File: config.mk
export PLATFORM = sky130hd
export DESIGN_NAME = sprite_animation_frame_sequencer_unit
export DESIGN_NICKNAME = d
export VERILOG_FILES = /design/src/hdl/safs_pkg.sv /design/src/hdl/sprite_animation_frame_sequencer_unit.sv /design/src/hdl/safs_cfg.sv /design/src/hdl/safs_div.sv
export SDC_FILE = /design/constraint.sdc
export NUM_CORES = 2
export LEC_CHECK = 0
export BUFFER_PORTS_ARGS = -buffer_cell sky130_fd_sc_hd__buf_4
export CAP_MARGIN = 20
export CORE_ASPECT_RATIO = 1.1
export CORE_MARGIN = 2
export CORE_UTILIZATION = 46
export CTS_BUF_LIST = sky130_fd_sc_hd__clkbuf_4 sky130_fd_sc_hd__clkbuf_8
export DETAILED_ROUTE_END_ITERATION = 8
export PLACE_DENSITY = 0.68
export SLEW_MARGIN = 0
export SYNTH_ARGS = -nofsm -noshare
export SYNTH_HDL_FRONTEND = slang
export SYNTH_SLANG_ARGS = --single-unit
File: constraint.sdc
create_clock -name clk -period 9.3 [get_ports clk]
set_clock_uncertainty 0.1 [all_clocks]
set_input_delay 1.395 -clock clk [delete_from_list [all_inputs] [get_ports clk]]
set_output_delay 1.395 -clock clk [all_outputs]
set_load 0.01 [all_outputs]
File: src/hdl/safs_pkg.sv
// shared types, opcodes, register indexes and heading tables for the sprite frame sequencer
// used by safs_cfg, safs_div and sprite_animation_frame_sequencer_unit; no dependencies

package safs_pkg;

    // sizing limits of the frame store
    localparam int unsigned MAX_FRAMES     = 1024;
    localparam int unsigned MAX_DIRECTIONS = 64;

    // quotient bits produced by the shared divider
    localparam int unsigned DIV_QW = 11;

    // opcodes
    localparam logic [3:0] OP_ADVANCE         = 4'd0;
    localparam logic [3:0] OP_STEP_BACK       = 4'd1;
    localparam logic [3:0] OP_SET_FRAME       = 4'd2;
    localparam logic [3:0] OP_SET_DIR_FRAME   = 4'd3;
    localparam logic [3:0] OP_SET_DIR64_FRAME = 4'd4;
    localparam logic [3:0] OP_SET_DIR         = 4'd5;
    localparam logic [3:0] OP_SET_DIR64       = 4'd6;
    localparam logic [3:0] OP_DIR_START       = 4'd7;
    localparam logic [3:0] OP_DIR_END         = 4'd8;

    // configuration register indexes
    localparam logic [1:0] REG_TOTAL_FRAMES     = 2'd0;
    localparam logic [1:0] REG_TOTAL_DIRECTIONS = 2'd1;
    localparam logic [1:0] REG_FRAME_INTERVAL   = 2'd2;
    localparam logic [1:0] REG_SPRITE_LOADED    = 2'd3;

    typedef struct packed {
        logic [3:0]  opcode;
        logic [31:0] now;
        logic        loop;
        logic [5:0]  direction;
        logic [9:0]  frame_value;
    } safs_in_t;

    typedef struct packed {
        logic [9:0] current_frame;
        logic [5:0] current_direction;
        logic [9:0] frame_in_direction;
        logic       at_last_frame;
        logic       flag;
    } safs_out_t;

    // effective configuration after clamping
    typedef struct packed {
        logic [10:0] eff_frames;
        logic [6:0]  eff_dirs;
        logic [31:0] interval;
        logic        loaded;
    } safs_cfg_t;

    typedef struct packed {
        logic              start;
        logic [31:0]       num_hi;
        logic [DIV_QW-1:0] num_lo;
        logic [31:0]       den;
    } safs_div_req_t;

    typedef struct packed {
        logic              done;
        logic [DIV_QW-1:0] quot;
        logic [31:0]       rem;
    } safs_div_rsp_t;

    typedef enum logic [3:0] {
        S_IDLE,
        S_RUN,
        S_DISPATCH,
        S_MUL,
        S_PART,
        S_NDIV,
        S_QDIV,
        S_QMOD,
        S_APPLY,
        S_OUT
    } safs_state_t;

    // 64 / d for d in 1..64
    function automatic logic [6:0] quant_step(input logic [6:0] d);
        logic [6:0] s;
        if (d <= 7'd1)       s = 7'd64;
        else if (d == 7'd2)  s = 7'd32;
        else if (d == 7'd3)  s = 7'd21;
        else if (d == 7'd4)  s = 7'd16;
        else if (d == 7'd5)  s = 7'd12;
        else if (d == 7'd6)  s = 7'd10;
        else if (d == 7'd7)  s = 7'd9;
        else if (d == 7'd8)  s = 7'd8;
        else if (d == 7'd9)  s = 7'd7;
        else if (d == 7'd10) s = 7'd6;
        else if (d <= 7'd12) s = 7'd5;
        else if (d <= 7'd16) s = 7'd4;
        else if (d <= 7'd21) s = 7'd3;
        else if (d <= 7'd32) s = 7'd2;
        else                 s = 7'd1;
        return s;
    endfunction

    // 32 / d for d in 1..64
    function automatic logic [5:0] quant_half(input logic [6:0] d);
        logic [5:0] h;
        if (d <= 7'd1)       h = 6'd32;
        else if (d == 7'd2)  h = 6'd16;
        else if (d == 7'd3)  h = 6'd10;
        else if (d == 7'd4)  h = 6'd8;
        else if (d == 7'd5)  h = 6'd6;
        else if (d == 7'd6)  h = 6'd5;
        else if (d <= 7'd8)  h = 6'd4;
        else if (d <= 7'd10) h = 6'd3;
        else if (d <= 7'd16) h = 6'd2;
        else if (d <= 7'd32) h = 6'd1;
        else                 h = 6'd0;
        return h;
    endfunction

endpackage

File: src/hdl/sprite_animation_frame_sequencer_unit.sv
// top level of the sprite frame sequencer: item sequencer, frame state and output register
// depends on safs_pkg, safs_cfg and safs_div

// Sprite animation frame sequencer. Keeps the current frame, direction and
// animation start time of one sprite whose frames are split into equal runs,
// one run per direction. Each input item carries an opcode (advance by time,
// step back, set frame, set direction with frame, set from a 64-way heading,
// set direction, jump to run start or end) and yields exactly one result item
// with the new frame, direction, frame within the run, a last-frame mark and
// the operation's flag. One item is worked on at a time; in_ready is high only
// while the sequencer is idle, and a finished result waits in the output
// register without holding up the next item, unless the register still holds
// the result before it. All divisions go through one shared 11-step divider.
// An item passes through the run length division (frames over directions),
// then dispatch, the state update, the result hand-over and idle. An advance
// of a loaded sprite inside the interval adds a multiply state and a second
// division (run times elapsed over the interval); set frame with a frame
// value below the frame count adds one division (frame over run length); set
// direction with frame from a heading and set direction from a heading add
// two divisions (heading scaling, then the remainder by the direction count);
// every other case goes from dispatch straight to the state update.
// Configuration is written through a plain write port; the user must write it
// only while no item is in flight, and the block itself does not enforce this.

module sprite_animation_frame_sequencer_unit (
    input  logic                clk,
    input  logic                rst_n,
    input  logic                in_valid,
    output logic                in_ready,
    input  safs_pkg::safs_in_t  in_data,
    output logic                out_valid,
    input  logic                out_ready,
    output safs_pkg::safs_out_t out_data,
    input  logic                cfg_write,
    input  logic [1:0]          cfg_index,
    input  logic [31:0]         cfg_data
);
    import safs_pkg::*;

    safs_cfg_t     cfg;
    safs_div_req_t div_req;
    safs_div_rsp_t div_rsp;

    // sequencer
    safs_state_t state_reg, state_next;

    // latched item
    logic [3:0]  op_reg, op_next;
    logic [31:0] now_reg, now_next;
    logic        loop_reg, loop_next;
    logic [5:0]  dir_in_reg, dir_in_next;
    logic [9:0]  fv_reg, fv_next;
    logic [31:0] elapsed_reg, elapsed_next;

    // intermediate results
    logic [10:0] run_reg, run_next;
    logic [10:0] aux_reg, aux_next;
    logic [42:0] prod_reg, prod_next;

    // sprite state
    logic [9:0]  frame_reg, frame_next;
    logic [5:0]  dir_reg, dir_next;
    logic [31:0] start_time_reg, start_time_next;
    logic        flag_reg, flag_next;

    // output register
    logic        out_valid_reg, out_valid_next;
    safs_out_t   out_data_reg, out_data_next;

    // run start and end arithmetic
    logic [5:0]  mdir;
    logic [16:0] rs;
    logic [17:0] re;
    logic        elapsed_ge;
    logic        fv_lt_f;
    logic        fv_in_run;
    logic        dir_ok;
    logic        nf_lt;
    logic [6:0]  dmax;
    logic [5:0]  nd;
    logic [9:0]  fv_part;

    safs_cfg u_cfg (
        .clk       (clk),
        .rst_n     (rst_n),
        .cfg_write (cfg_write),
        .cfg_index (cfg_index),
        .cfg_data  (cfg_data),
        .cfg       (cfg)
    );

    safs_div u_div (
        .clk   (clk),
        .rst_n (rst_n),
        .req   (div_req),
        .rsp   (div_rsp)
    );

    assign in_ready  = (state_reg == S_IDLE);
    assign out_valid = out_valid_reg;
    assign out_data  = out_data_reg;

    // direction whose run is being addressed: the target of the op while applying,
    // the (new) current direction while forming the result
    always_comb
    begin
        mdir = dir_reg;
        if (state_reg == S_APPLY)
        begin
            unique case (op_reg)
                OP_SET_DIR_FRAME, OP_SET_DIR:      mdir = dir_in_reg;
                OP_SET_DIR64_FRAME, OP_SET_DIR64:  mdir = aux_reg[5:0];
                default:                           mdir = dir_reg;
            endcase
        end

        rs = 17'(run_reg) * 17'(mdir);
        re = {1'b0, rs} + {7'b0, run_reg} - 18'd1;

        elapsed_ge = (elapsed_reg >= cfg.interval);
        fv_lt_f    = ({1'b0, fv_reg} < cfg.eff_frames);
        fv_in_run  = ({1'b0, fv_reg} < run_reg);
        dir_ok     = ({1'b0, mdir} < cfg.eff_dirs);
        // frame - 1 falls below the run start; frame 0 wraps below zero
        nf_lt      = (frame_reg == 10'd0) || ({7'b0, frame_reg - 10'd1} < rs);
        dmax       = cfg.eff_dirs - 7'd1;
        nd         = (aux_reg > {4'b0, dmax}) ? dmax[5:0] : aux_reg[5:0];
        fv_part    = fv_in_run ? fv_reg : 10'd0;
    end

    always_ff @(posedge clk or negedge rst_n)
    begin
        if (!rst_n)
        begin
            state_reg      <= S_IDLE;
            frame_reg      <= '0;
            dir_reg        <= '0;
            start_time_reg <= '0;
            flag_reg       <= 1'b0;
            out_valid_reg  <= 1'b0;
        end
        else
        begin
            state_reg      <= state_next;
            frame_reg      <= frame_next;
            dir_reg        <= dir_next;
            start_time_reg <= start_time_next;
            flag_reg       <= flag_next;
            out_valid_reg  <= out_valid_next;
        end
    end

    always_ff @(posedge clk)
    begin
        op_reg       <= op_next;
        now_reg      <= now_next;
        loop_reg     <= loop_next;
        dir_in_reg   <= dir_in_next;
        fv_reg       <= fv_next;
        elapsed_reg  <= elapsed_next;
        run_reg      <= run_next;
        aux_reg      <= aux_next;
        prod_reg     <= prod_next;
        out_data_reg <= out_data_next;
    end

    always_comb
    begin
        state_next      = state_reg;
        op_next         = op_reg;
        now_next        = now_reg;
        loop_next       = loop_reg;
        dir_in_next     = dir_in_reg;
        fv_next         = fv_reg;
        elapsed_next    = elapsed_reg;
        run_next        = run_reg;
        aux_next        = aux_reg;
        prod_next       = prod_reg;
        frame_next      = frame_reg;
        dir_next        = dir_reg;
        start_time_next = start_time_reg;
        flag_next       = flag_reg;
        out_valid_next  = out_valid_reg && !out_ready;
        out_data_next   = out_data_reg;
        div_req         = '0;

        unique case (state_reg)
            S_IDLE:
            begin
                if (in_valid)
                begin
                    op_next      = in_data.opcode;
                    now_next     = in_data.now;
                    loop_next    = in_data.loop;
                    dir_in_next  = in_data.direction;
                    fv_next      = in_data.frame_value;
                    elapsed_next = in_data.now - start_time_reg;
                    // run length = frames / directions
                    div_req.start  = 1'b1;
                    div_req.num_lo = cfg.eff_frames;
                    div_req.den    = {25'b0, cfg.eff_dirs};
                    state_next     = S_RUN;
                end
            end

            S_RUN:
            begin
                if (div_rsp.done)
                begin
                    run_next   = div_rsp.quot;
                    state_next = S_DISPATCH;
                end
            end

            S_DISPATCH:
            begin
                unique case (op_reg)
                    OP_ADVANCE:
                    begin
                        if (cfg.loaded && !elapsed_ge)
                        begin
                            prod_next  = 43'(run_reg) * 43'(elapsed_reg);
                            state_next = S_MUL;
                        end
                        else
                            state_next = S_APPLY;
                    end
                    OP_SET_FRAME:
                    begin
                        if (fv_lt_f)
                        begin
                            div_req.start  = 1'b1;
                            div_req.num_lo = {1'b0, fv_reg};
                            div_req.den    = {21'b0, run_reg};
                            state_next     = S_NDIV;
                        end
                        else
                            state_next = S_APPLY;
                    end
                    OP_SET_DIR64_FRAME, OP_SET_DIR64:
                    begin
                        // heading plus half a sector, over the sector width
                        div_req.start  = 1'b1;
                        div_req.num_lo = 11'(dir_in_reg) + 11'(quant_half(cfg.eff_dirs));
                        div_req.den    = {25'b0, quant_step(cfg.eff_dirs)};
                        state_next     = S_QDIV;
                    end
                    default:
                        state_next = S_APPLY;
                endcase
            end

            S_MUL:
            begin
                // quotient stays below the run length, so the high part is below the interval
                div_req.start  = 1'b1;
                div_req.num_hi = prod_reg[42:11];
                div_req.num_lo = prod_reg[10:0];
                div_req.den    = cfg.interval;
                state_next     = S_PART;
            end

            S_PART, S_NDIV:
            begin
                if (div_rsp.done)
                begin
                    aux_next   = div_rsp.quot;
                    state_next = S_APPLY;
                end
            end

            S_QDIV:
            begin
                if (div_rsp.done)
                begin
                    // wrap the sector number into the direction count
                    div_req.start  = 1'b1;
                    div_req.num_lo = div_rsp.quot;
                    div_req.den    = {25'b0, cfg.eff_dirs};
                    state_next     = S_QMOD;
                end
            end

            S_QMOD:
            begin
                if (div_rsp.done)
                begin
                    aux_next   = {5'b0, div_rsp.rem[5:0]};
                    state_next = S_APPLY;
                end
            end

            S_APPLY:
            begin
                flag_next = 1'b0;
                unique case (op_reg)
                    OP_ADVANCE:
                    begin
                        if (cfg.loaded)
                        begin
                            flag_next = 1'b1;
                            if (elapsed_ge)
                            begin
                                if (loop_reg)
                                begin
                                    start_time_next = now_reg;
                                    frame_next      = rs[9:0];
                                end
                                else
                                    frame_next = re[9:0];
                            end
                            else
                                frame_next = rs[9:0] + aux_reg[9:0];
                        end
                    end
                    OP_STEP_BACK:
                    begin
                        if (cfg.loaded && elapsed_ge)
                        begin
                            flag_next       = 1'b1;
                            start_time_next = now_reg;
                            if (nf_lt)
                                frame_next = loop_reg ? re[9:0] : rs[9:0];
                            else
                                frame_next = frame_reg - 10'd1;
                        end
                    end
                    OP_SET_FRAME:
                    begin
                        if (fv_lt_f)
                        begin
                            flag_next       = 1'b1;
                            frame_next      = fv_reg;
                            dir_next        = nd;
                            start_time_next = now_reg;
                        end
                    end
                    OP_SET_DIR_FRAME, OP_SET_DIR64_FRAME:
                    begin
                        if (dir_ok)
                        begin
                            flag_next       = 1'b1;
                            dir_next        = mdir;
                            frame_next      = rs[9:0] + fv_part;
                            start_time_next = now_reg;
                        end
                    end
                    OP_SET_DIR:
                    begin
                        if (dir_reg == dir_in_reg)
                            flag_next = 1'b1;
                        else if (dir_ok)
                        begin
                            dir_next        = dir_in_reg;
                            frame_next      = rs[9:0];
                            start_time_next = now_reg;
                        end
                    end
                    OP_SET_DIR64:
                    begin
                        if (dir_reg == aux_reg[5:0])
                            flag_next = 1'b1;
                        else
                        begin
                            dir_next        = aux_reg[5:0];
                            frame_next      = rs[9:0];
                            start_time_next = now_reg;
                        end
                    end
                    OP_DIR_START:
                    begin
                        flag_next       = 1'b1;
                        frame_next      = rs[9:0];
                        start_time_next = now_reg;
                    end
                    OP_DIR_END:
                    begin
                        flag_next  = 1'b1;
                        frame_next = re[9:0];
                    end
                    default:
                        flag_next = 1'b0;
                endcase
                state_next = S_OUT;
            end

            S_OUT:
            begin
                // result goes out once the output register is free
                if (!out_valid_reg || out_ready)
                begin
                    out_valid_next                   = 1'b1;
                    out_data_next.current_frame      = frame_reg;
                    out_data_next.current_direction  = dir_reg;
                    out_data_next.frame_in_direction = frame_reg - rs[9:0];
                    out_data_next.at_last_frame      = (frame_reg == re[9:0]);
                    out_data_next.flag               = flag_reg;
                    state_next                       = S_IDLE;
                end
            end

            default:
                state_next = S_IDLE;
        endcase
    end

`ifndef SYNTHESIS
    a_one_item_in_flight: assert property (@(posedge clk) disable iff (!rst_n)
        (in_valid && in_ready) |=> !in_ready)
        else $error("second item taken while one is in flight");

    a_apply_then_out: assert property (@(posedge clk) disable iff (!rst_n)
        (state_reg == S_APPLY) |=> (state_reg == S_OUT))
        else $error("state update not followed by result stage");

    a_heading_in_range: assert property (@(posedge clk) disable iff (!rst_n)
        (state_reg == S_QMOD && div_rsp.done) |=> (aux_reg < {4'b0, cfg.eff_dirs}))
        else $error("quantized heading outside direction count");

    a_run_nonzero: assert property (@(posedge clk) disable iff (!rst_n)
        (state_reg == S_DISPATCH) |-> (run_reg != 11'd0))
        else $error("run length is zero");
`endif

endmodule

File: src/hdl/safs_cfg.sv
// configuration registers of the sprite frame sequencer and their clamped effective values
// depends on safs_pkg

module safs_cfg (
    input  logic                clk,
    input  logic                rst_n,
    input  logic                cfg_write,
    input  logic [1:0]          cfg_index,
    input  logic [31:0]         cfg_data,
    output safs_pkg::safs_cfg_t cfg
);
    import safs_pkg::*;

    logic [10:0] total_frames_reg;
    logic [6:0]  total_directions_reg;
    logic [31:0] frame_interval_reg;
    logic        sprite_loaded_reg;

    logic [6:0]  dirs;
    logic [10:0] frames_lo;
    logic [16:0] frames_wide;

    always_ff @(posedge clk or negedge rst_n)
    begin
        if (!rst_n)
        begin
            total_frames_reg     <= 11'd1;
            total_directions_reg <= 7'd1;
            frame_interval_reg   <= 32'd1;
            sprite_loaded_reg    <= 1'b0;
        end
        else if (cfg_write)
        begin
            unique case (cfg_index)
                REG_TOTAL_FRAMES:     total_frames_reg     <= cfg_data[10:0];
                REG_TOTAL_DIRECTIONS: total_directions_reg <= cfg_data[6:0];
                REG_FRAME_INTERVAL:   frame_interval_reg   <= cfg_data;
                REG_SPRITE_LOADED:    sprite_loaded_reg    <= cfg_data[0];
                default:              sprite_loaded_reg    <= sprite_loaded_reg;
            endcase
        end
    end

    always_comb
    begin
        if (total_directions_reg == 7'd0)
            dirs = 7'd1;
        else if (total_directions_reg > 7'(MAX_DIRECTIONS))
            dirs = 7'(MAX_DIRECTIONS);
        else
            dirs = total_directions_reg;

        // at least one frame per direction, at most the store size
        frames_lo   = (total_frames_reg < {4'b0, dirs}) ? {4'b0, dirs} : total_frames_reg;
        frames_wide = (17'(frames_lo) > 17'(MAX_FRAMES)) ? 17'(MAX_FRAMES) : 17'(frames_lo);

        cfg.eff_frames = frames_wide[10:0];
        cfg.eff_dirs   = dirs;
        cfg.interval   = (frame_interval_reg == 32'd0) ? 32'd1 : frame_interval_reg;
        cfg.loaded     = sprite_loaded_reg;
    end

endmodule

File: src/hdl/safs_div.sv
// shared restoring divider, one quotient bit per cycle, DIV_QW steps per division
// depends on safs_pkg; the caller keeps num_hi below den

module safs_div (
    input  logic                    clk,
    input  logic                    rst_n,
    input  safs_pkg::safs_div_req_t req,
    output safs_pkg::safs_div_rsp_t rsp
);
    import safs_pkg::*;

    localparam int unsigned CW = $clog2(DIV_QW + 1);

    logic              busy_reg;
    logic              done_reg;
    logic [CW-1:0]     cnt_reg;
    logic [31:0]       rem_reg;
    logic [31:0]       den_reg;
    logic [DIV_QW-1:0] quo_reg;

    logic [32:0]       shifted;
    logic [32:0]       diff;
    logic [31:0]       rem_step;
    logic [DIV_QW-1:0] quo_step;
    logic              qbit;

    always_comb
    begin
        shifted = {rem_reg, quo_reg[DIV_QW-1]};
        diff    = shifted - {1'b0, den_reg};
        qbit    = ~diff[32];
        rem_step = qbit ? diff[31:0] : shifted[31:0];
        quo_step = {quo_reg[DIV_QW-2:0], qbit};
    end

    always_ff @(posedge clk or negedge rst_n)
    begin
        if (!rst_n)
        begin
            busy_reg <= 1'b0;
            done_reg <= 1'b0;
            cnt_reg  <= '0;
        end
        else
        begin
            done_reg <= 1'b0;
            if (req.start && !busy_reg)
            begin
                busy_reg <= 1'b1;
                cnt_reg  <= '0;
            end
            else if (busy_reg)
            begin
                cnt_reg <= cnt_reg + CW'(1);
                if (cnt_reg == CW'(DIV_QW - 1))
                begin
                    busy_reg <= 1'b0;
                    done_reg <= 1'b1;
                end
            end
        end
    end

    always_ff @(posedge clk)
    begin
        if (req.start && !busy_reg)
        begin
            rem_reg <= req.num_hi;
            quo_reg <= req.num_lo;
            den_reg <= req.den;
        end
        else if (busy_reg)
        begin
            rem_reg <= rem_step;
            quo_reg <= quo_step;
        end
    end

    assign rsp.done = done_reg;
    assign rsp.quot = quo_reg;
    assign rsp.rem  = rem_reg;

endmodule
==> metrics.md <==
| Metric | Value |
|---|---|
| Status | `finished, final reports clean` |
| Worst-path clk slew | `around 0.060 ns` |
| Share of layout cells above drive strength 1 | `11.2%` |
| Buffers added on ports | `around 120` |
| P&R area growth vs syn | `9.93%` |
| DRC viols | `0` |
| Synth top area share | `21.5%` |
| CTS tree | `yes` |
| Asr flop ratio synth | `30.5%` |
| Slowest cell on the critical path | `edfxtp_1` |
| Final worst path period need | `a little over 8 ns` |
| WL final | `approximately 96 mm` |
| DR iter-0 viols | `slightly above 2000` |
| FMAX | `about 120 MHz` |
| Via count of the first global-routing pass | `around 28000` |
| Synthesized Nets | `4359` |
| Vias after detailed routing | `about 27000` |
| Max reg flops | `43` |
| Wire length per cell | `~20 um` |
| Crit-path max FO | `22` |
| Most used DFF post-synth | `edfxtp_1` |
| R2R depth | `29` |
| Setup TNS | `0 ns` |
| Most frequent cells after synthesis | `462 x nand2_1, 418 x inv_1, 313 x fa_1, 304 x ha_1, 253 x edfxtp_1` |
| Synth area leaders | `edfxtp_1 21%, fa_1 18%, ha_1 11%` |
| Die W | `268 um` |
| Metal-1 WL | `around 38 mm` |
| Cts hold-fix bufs | `0` |
| CORE AREA | `~76000 um2` |
| Final setup violating endpoints | `0` |
| Area leader, netlist | `edfxtp_1` |
| Worst hold path depth | `1` |
| Chip height | `approximately 290 um` |
| Pins Over Slew Limit | `0` |
| Grt total ovfl | `0` |
| CTS H-tree lvls | `3` |
| Worst skew pair latency | `around 0.7 ns` |
| Warnings from Yosys | `0` |
| Largest net degree at the start of global routing | `a little under 70` |
| Vias/cell | `~5.7` |
| Die area | `79200 um2` |
| Final antenna-violating net count | `0` |
| Hpwl dp | `between 70 and 80 mm` |
| Highest routed layer | `met4` |
| Routed wl met3 | `around 5.5 mm` |
| Cells after Synth | `between 3000 and 4000` |
| CP dominant cell by count | `a21oi_1` |
| Relative slew slack | `between 20% and 30%` |
| Antenna violations before repair | `1` |
| Max clock buf depth | `3` |
| Crit path arrival time | `about 8.5 ns` |
| Crit path kind | `register to register` |
| CP endpoint kind | `register` |
| I/O Pins | `between 100 and 150` |
| Register area share after synthesis | `29.3%` |
| Initial Utilization | `46.5%` |
| Resized cells post-CTS | `0` |
| Post-Syn Area | `between 30000 and 40000 um2` |
| Worst Path Required | `between 9 and 10 ns` |
| Met2 WL | `48.2 mm` |
| FP Rows | `106` |
| #FFs+latches synth | `about 360` |
| Post-synthesis cell type count | `87` |
| Period utilization | `between 80% and 90%` |
| Mean Syn Cell Area | `~9.7 um2` |
| Fin cells | `4825` |
| Max_cap viols | `0` |
| Gr usage total | `24.8%` |
| Max incr delay on CP | `0.70 ns` |
| First-pass GRT wire length | `roughly 150 mm` |
| Cells after DPL | `between 4000 and 5000` |
| EDFF count, synth | `approximately 250` |
| Num CTS Buffers | `70` |
| RSZ-0062 raised after global routing | `no` |
| Most common cell in the synthesized netlist | `nand2_1` |
| Clock sinks | `between 300 and 400` |
| Fin. Hold Viols | `0` |
| Placer Congestion | `0.943` |
| Worst min path class | `register to register` |
| Post-CTS setup buffer count | `0` |
| Clk Tree Root Cell | `clkbuf_8` |
| Post-layout nets | `4452` |
| First-pass detailed-route iteration total | `6` |
| Least-Margin Pin Slew | `between 1 and 1.5 ns` |
| Crit start category | `register` |
routing by layer:
| layer | vias up | global-route usage [%] |
|---|---|---|
| met2 | 870 | 43.9 |
| met3 | 258 | 3.07 |
| met5 | - | 0 |
| met1 | 13423 | 30.0 |
| li1 | 12712 | - |
| met4 | 0 | 11.3 |
logic make-up (layout without fill, tap and decap cells):
kind of cell | after synthesis | after routing | synth area share [%]
flops | 364 | 364 | 29.3
fa+ha+maj | 617 | 617 | 28.5
xor+xnor | 162 | 162 | 4.03
compound gates | 700 | 700 | 12.8
buf+inv | 574 | 722 | 6.22
other cells | 0 | 1 | 0
simple gates | 1084 | 1084 | 14.6
mux | 149 | 149 | 4.56
final cells by class:
cell class                      instances  area, um2
Timing Repair Buffer                  172       1310
Fill cell                            7073      37200
Multi-Input combinational cell       2712      22900
Antenna cell                            1       2.50
Inverter                              423       1590
Clock buffer                           99       1210
Tap cell                             1026       1280
Sequential cell                       364      10400
Clock inverter                         28        254
layout by cell type (no fill, tap or decap), types with 12 or more instances in the layout:
master,synthesis,final
o21ai_1,27,27
o21ai_0,151,151
nor2_1,176,176
nor3_1,45,44
nand3_1,39,39
nor2b_1,41,41
nor4_1,45,43
clkbuf_8,0,75
inv_1,418,417
clkinv_1,3,14
nand2_1,462,461
a31oi_1,24,24
xnor2_1,109,109
nand2b_1,36,36
dfrtp_1,108,108
a222oi_1,12,12
buf_4,1,168
o21a_1,39,39
a21oi_1,175,175
a221oi_1,13,13
a22oi_1,26,26
edfxtp_1,253,253
xor2_1,52,52
and2_1,155,155
mux2_2,91,91
mux2i_1,51,51
nand4_1,20,20
a22o_1,12,12
o211ai_1,17,17
a21o_1,64,64
a211oi_1,30,30
clkbuf_4,0,25
or3_1,12,12
fa_1,313,313
ha_1,304,304
worst paths after layout:
check	slack, ns	from	endpoint
max	1.24	op_reg[2]	frame_reg[9]
min	0.36	now_reg[4]	start_time_reg[4]
max reg2reg	1.24	op_reg[2]	frame_reg[9]
min reg2reg	0.36	now_reg[4]	start_time_reg[4]
max in group asynchronous	7.61	rst_n	u_cfg.frame_interval_reg[26]
min in group asynchronous	0.47	rst_n	frame_reg[2]
through the flow:
step	instance area (um2)	setup WS [ns]	hold WS, ns	util, %
3_3_place_gp	37400	1.55	0.336	49.1
6_report	38900	1.24	0.355	51.1
3_5_place_dp	37400	1.40	0.345	49.1
2_1_floorplan	35400	2.23	0.326	-
4_1_cts	38800	1.34	0.358	51.0
5_1_grt	38900	0.784	0.367	51.1
critical path, delay by kind of cell (launching register included):
| family | cells | cell delay (ns) |
|---|---|---|
| AO/OA/AOI/OAI | 7 | 1.79 |
| flip-flops | 1 | 0.70 |
| buffers and inverters | 5 | 0.73 |
| AND/OR/NAND/NOR | 8 | 1.42 |
| multiplexers | 1 | 0.19 |
| XOR/XNOR | 2 | 0.52 |
| adder cells (fa/ha/maj) | 6 | 2.52 |
Power is left out: the tool's default activity adds up to more than one toggle a clock period on the data nets, which glitch-free logic cannot reach.
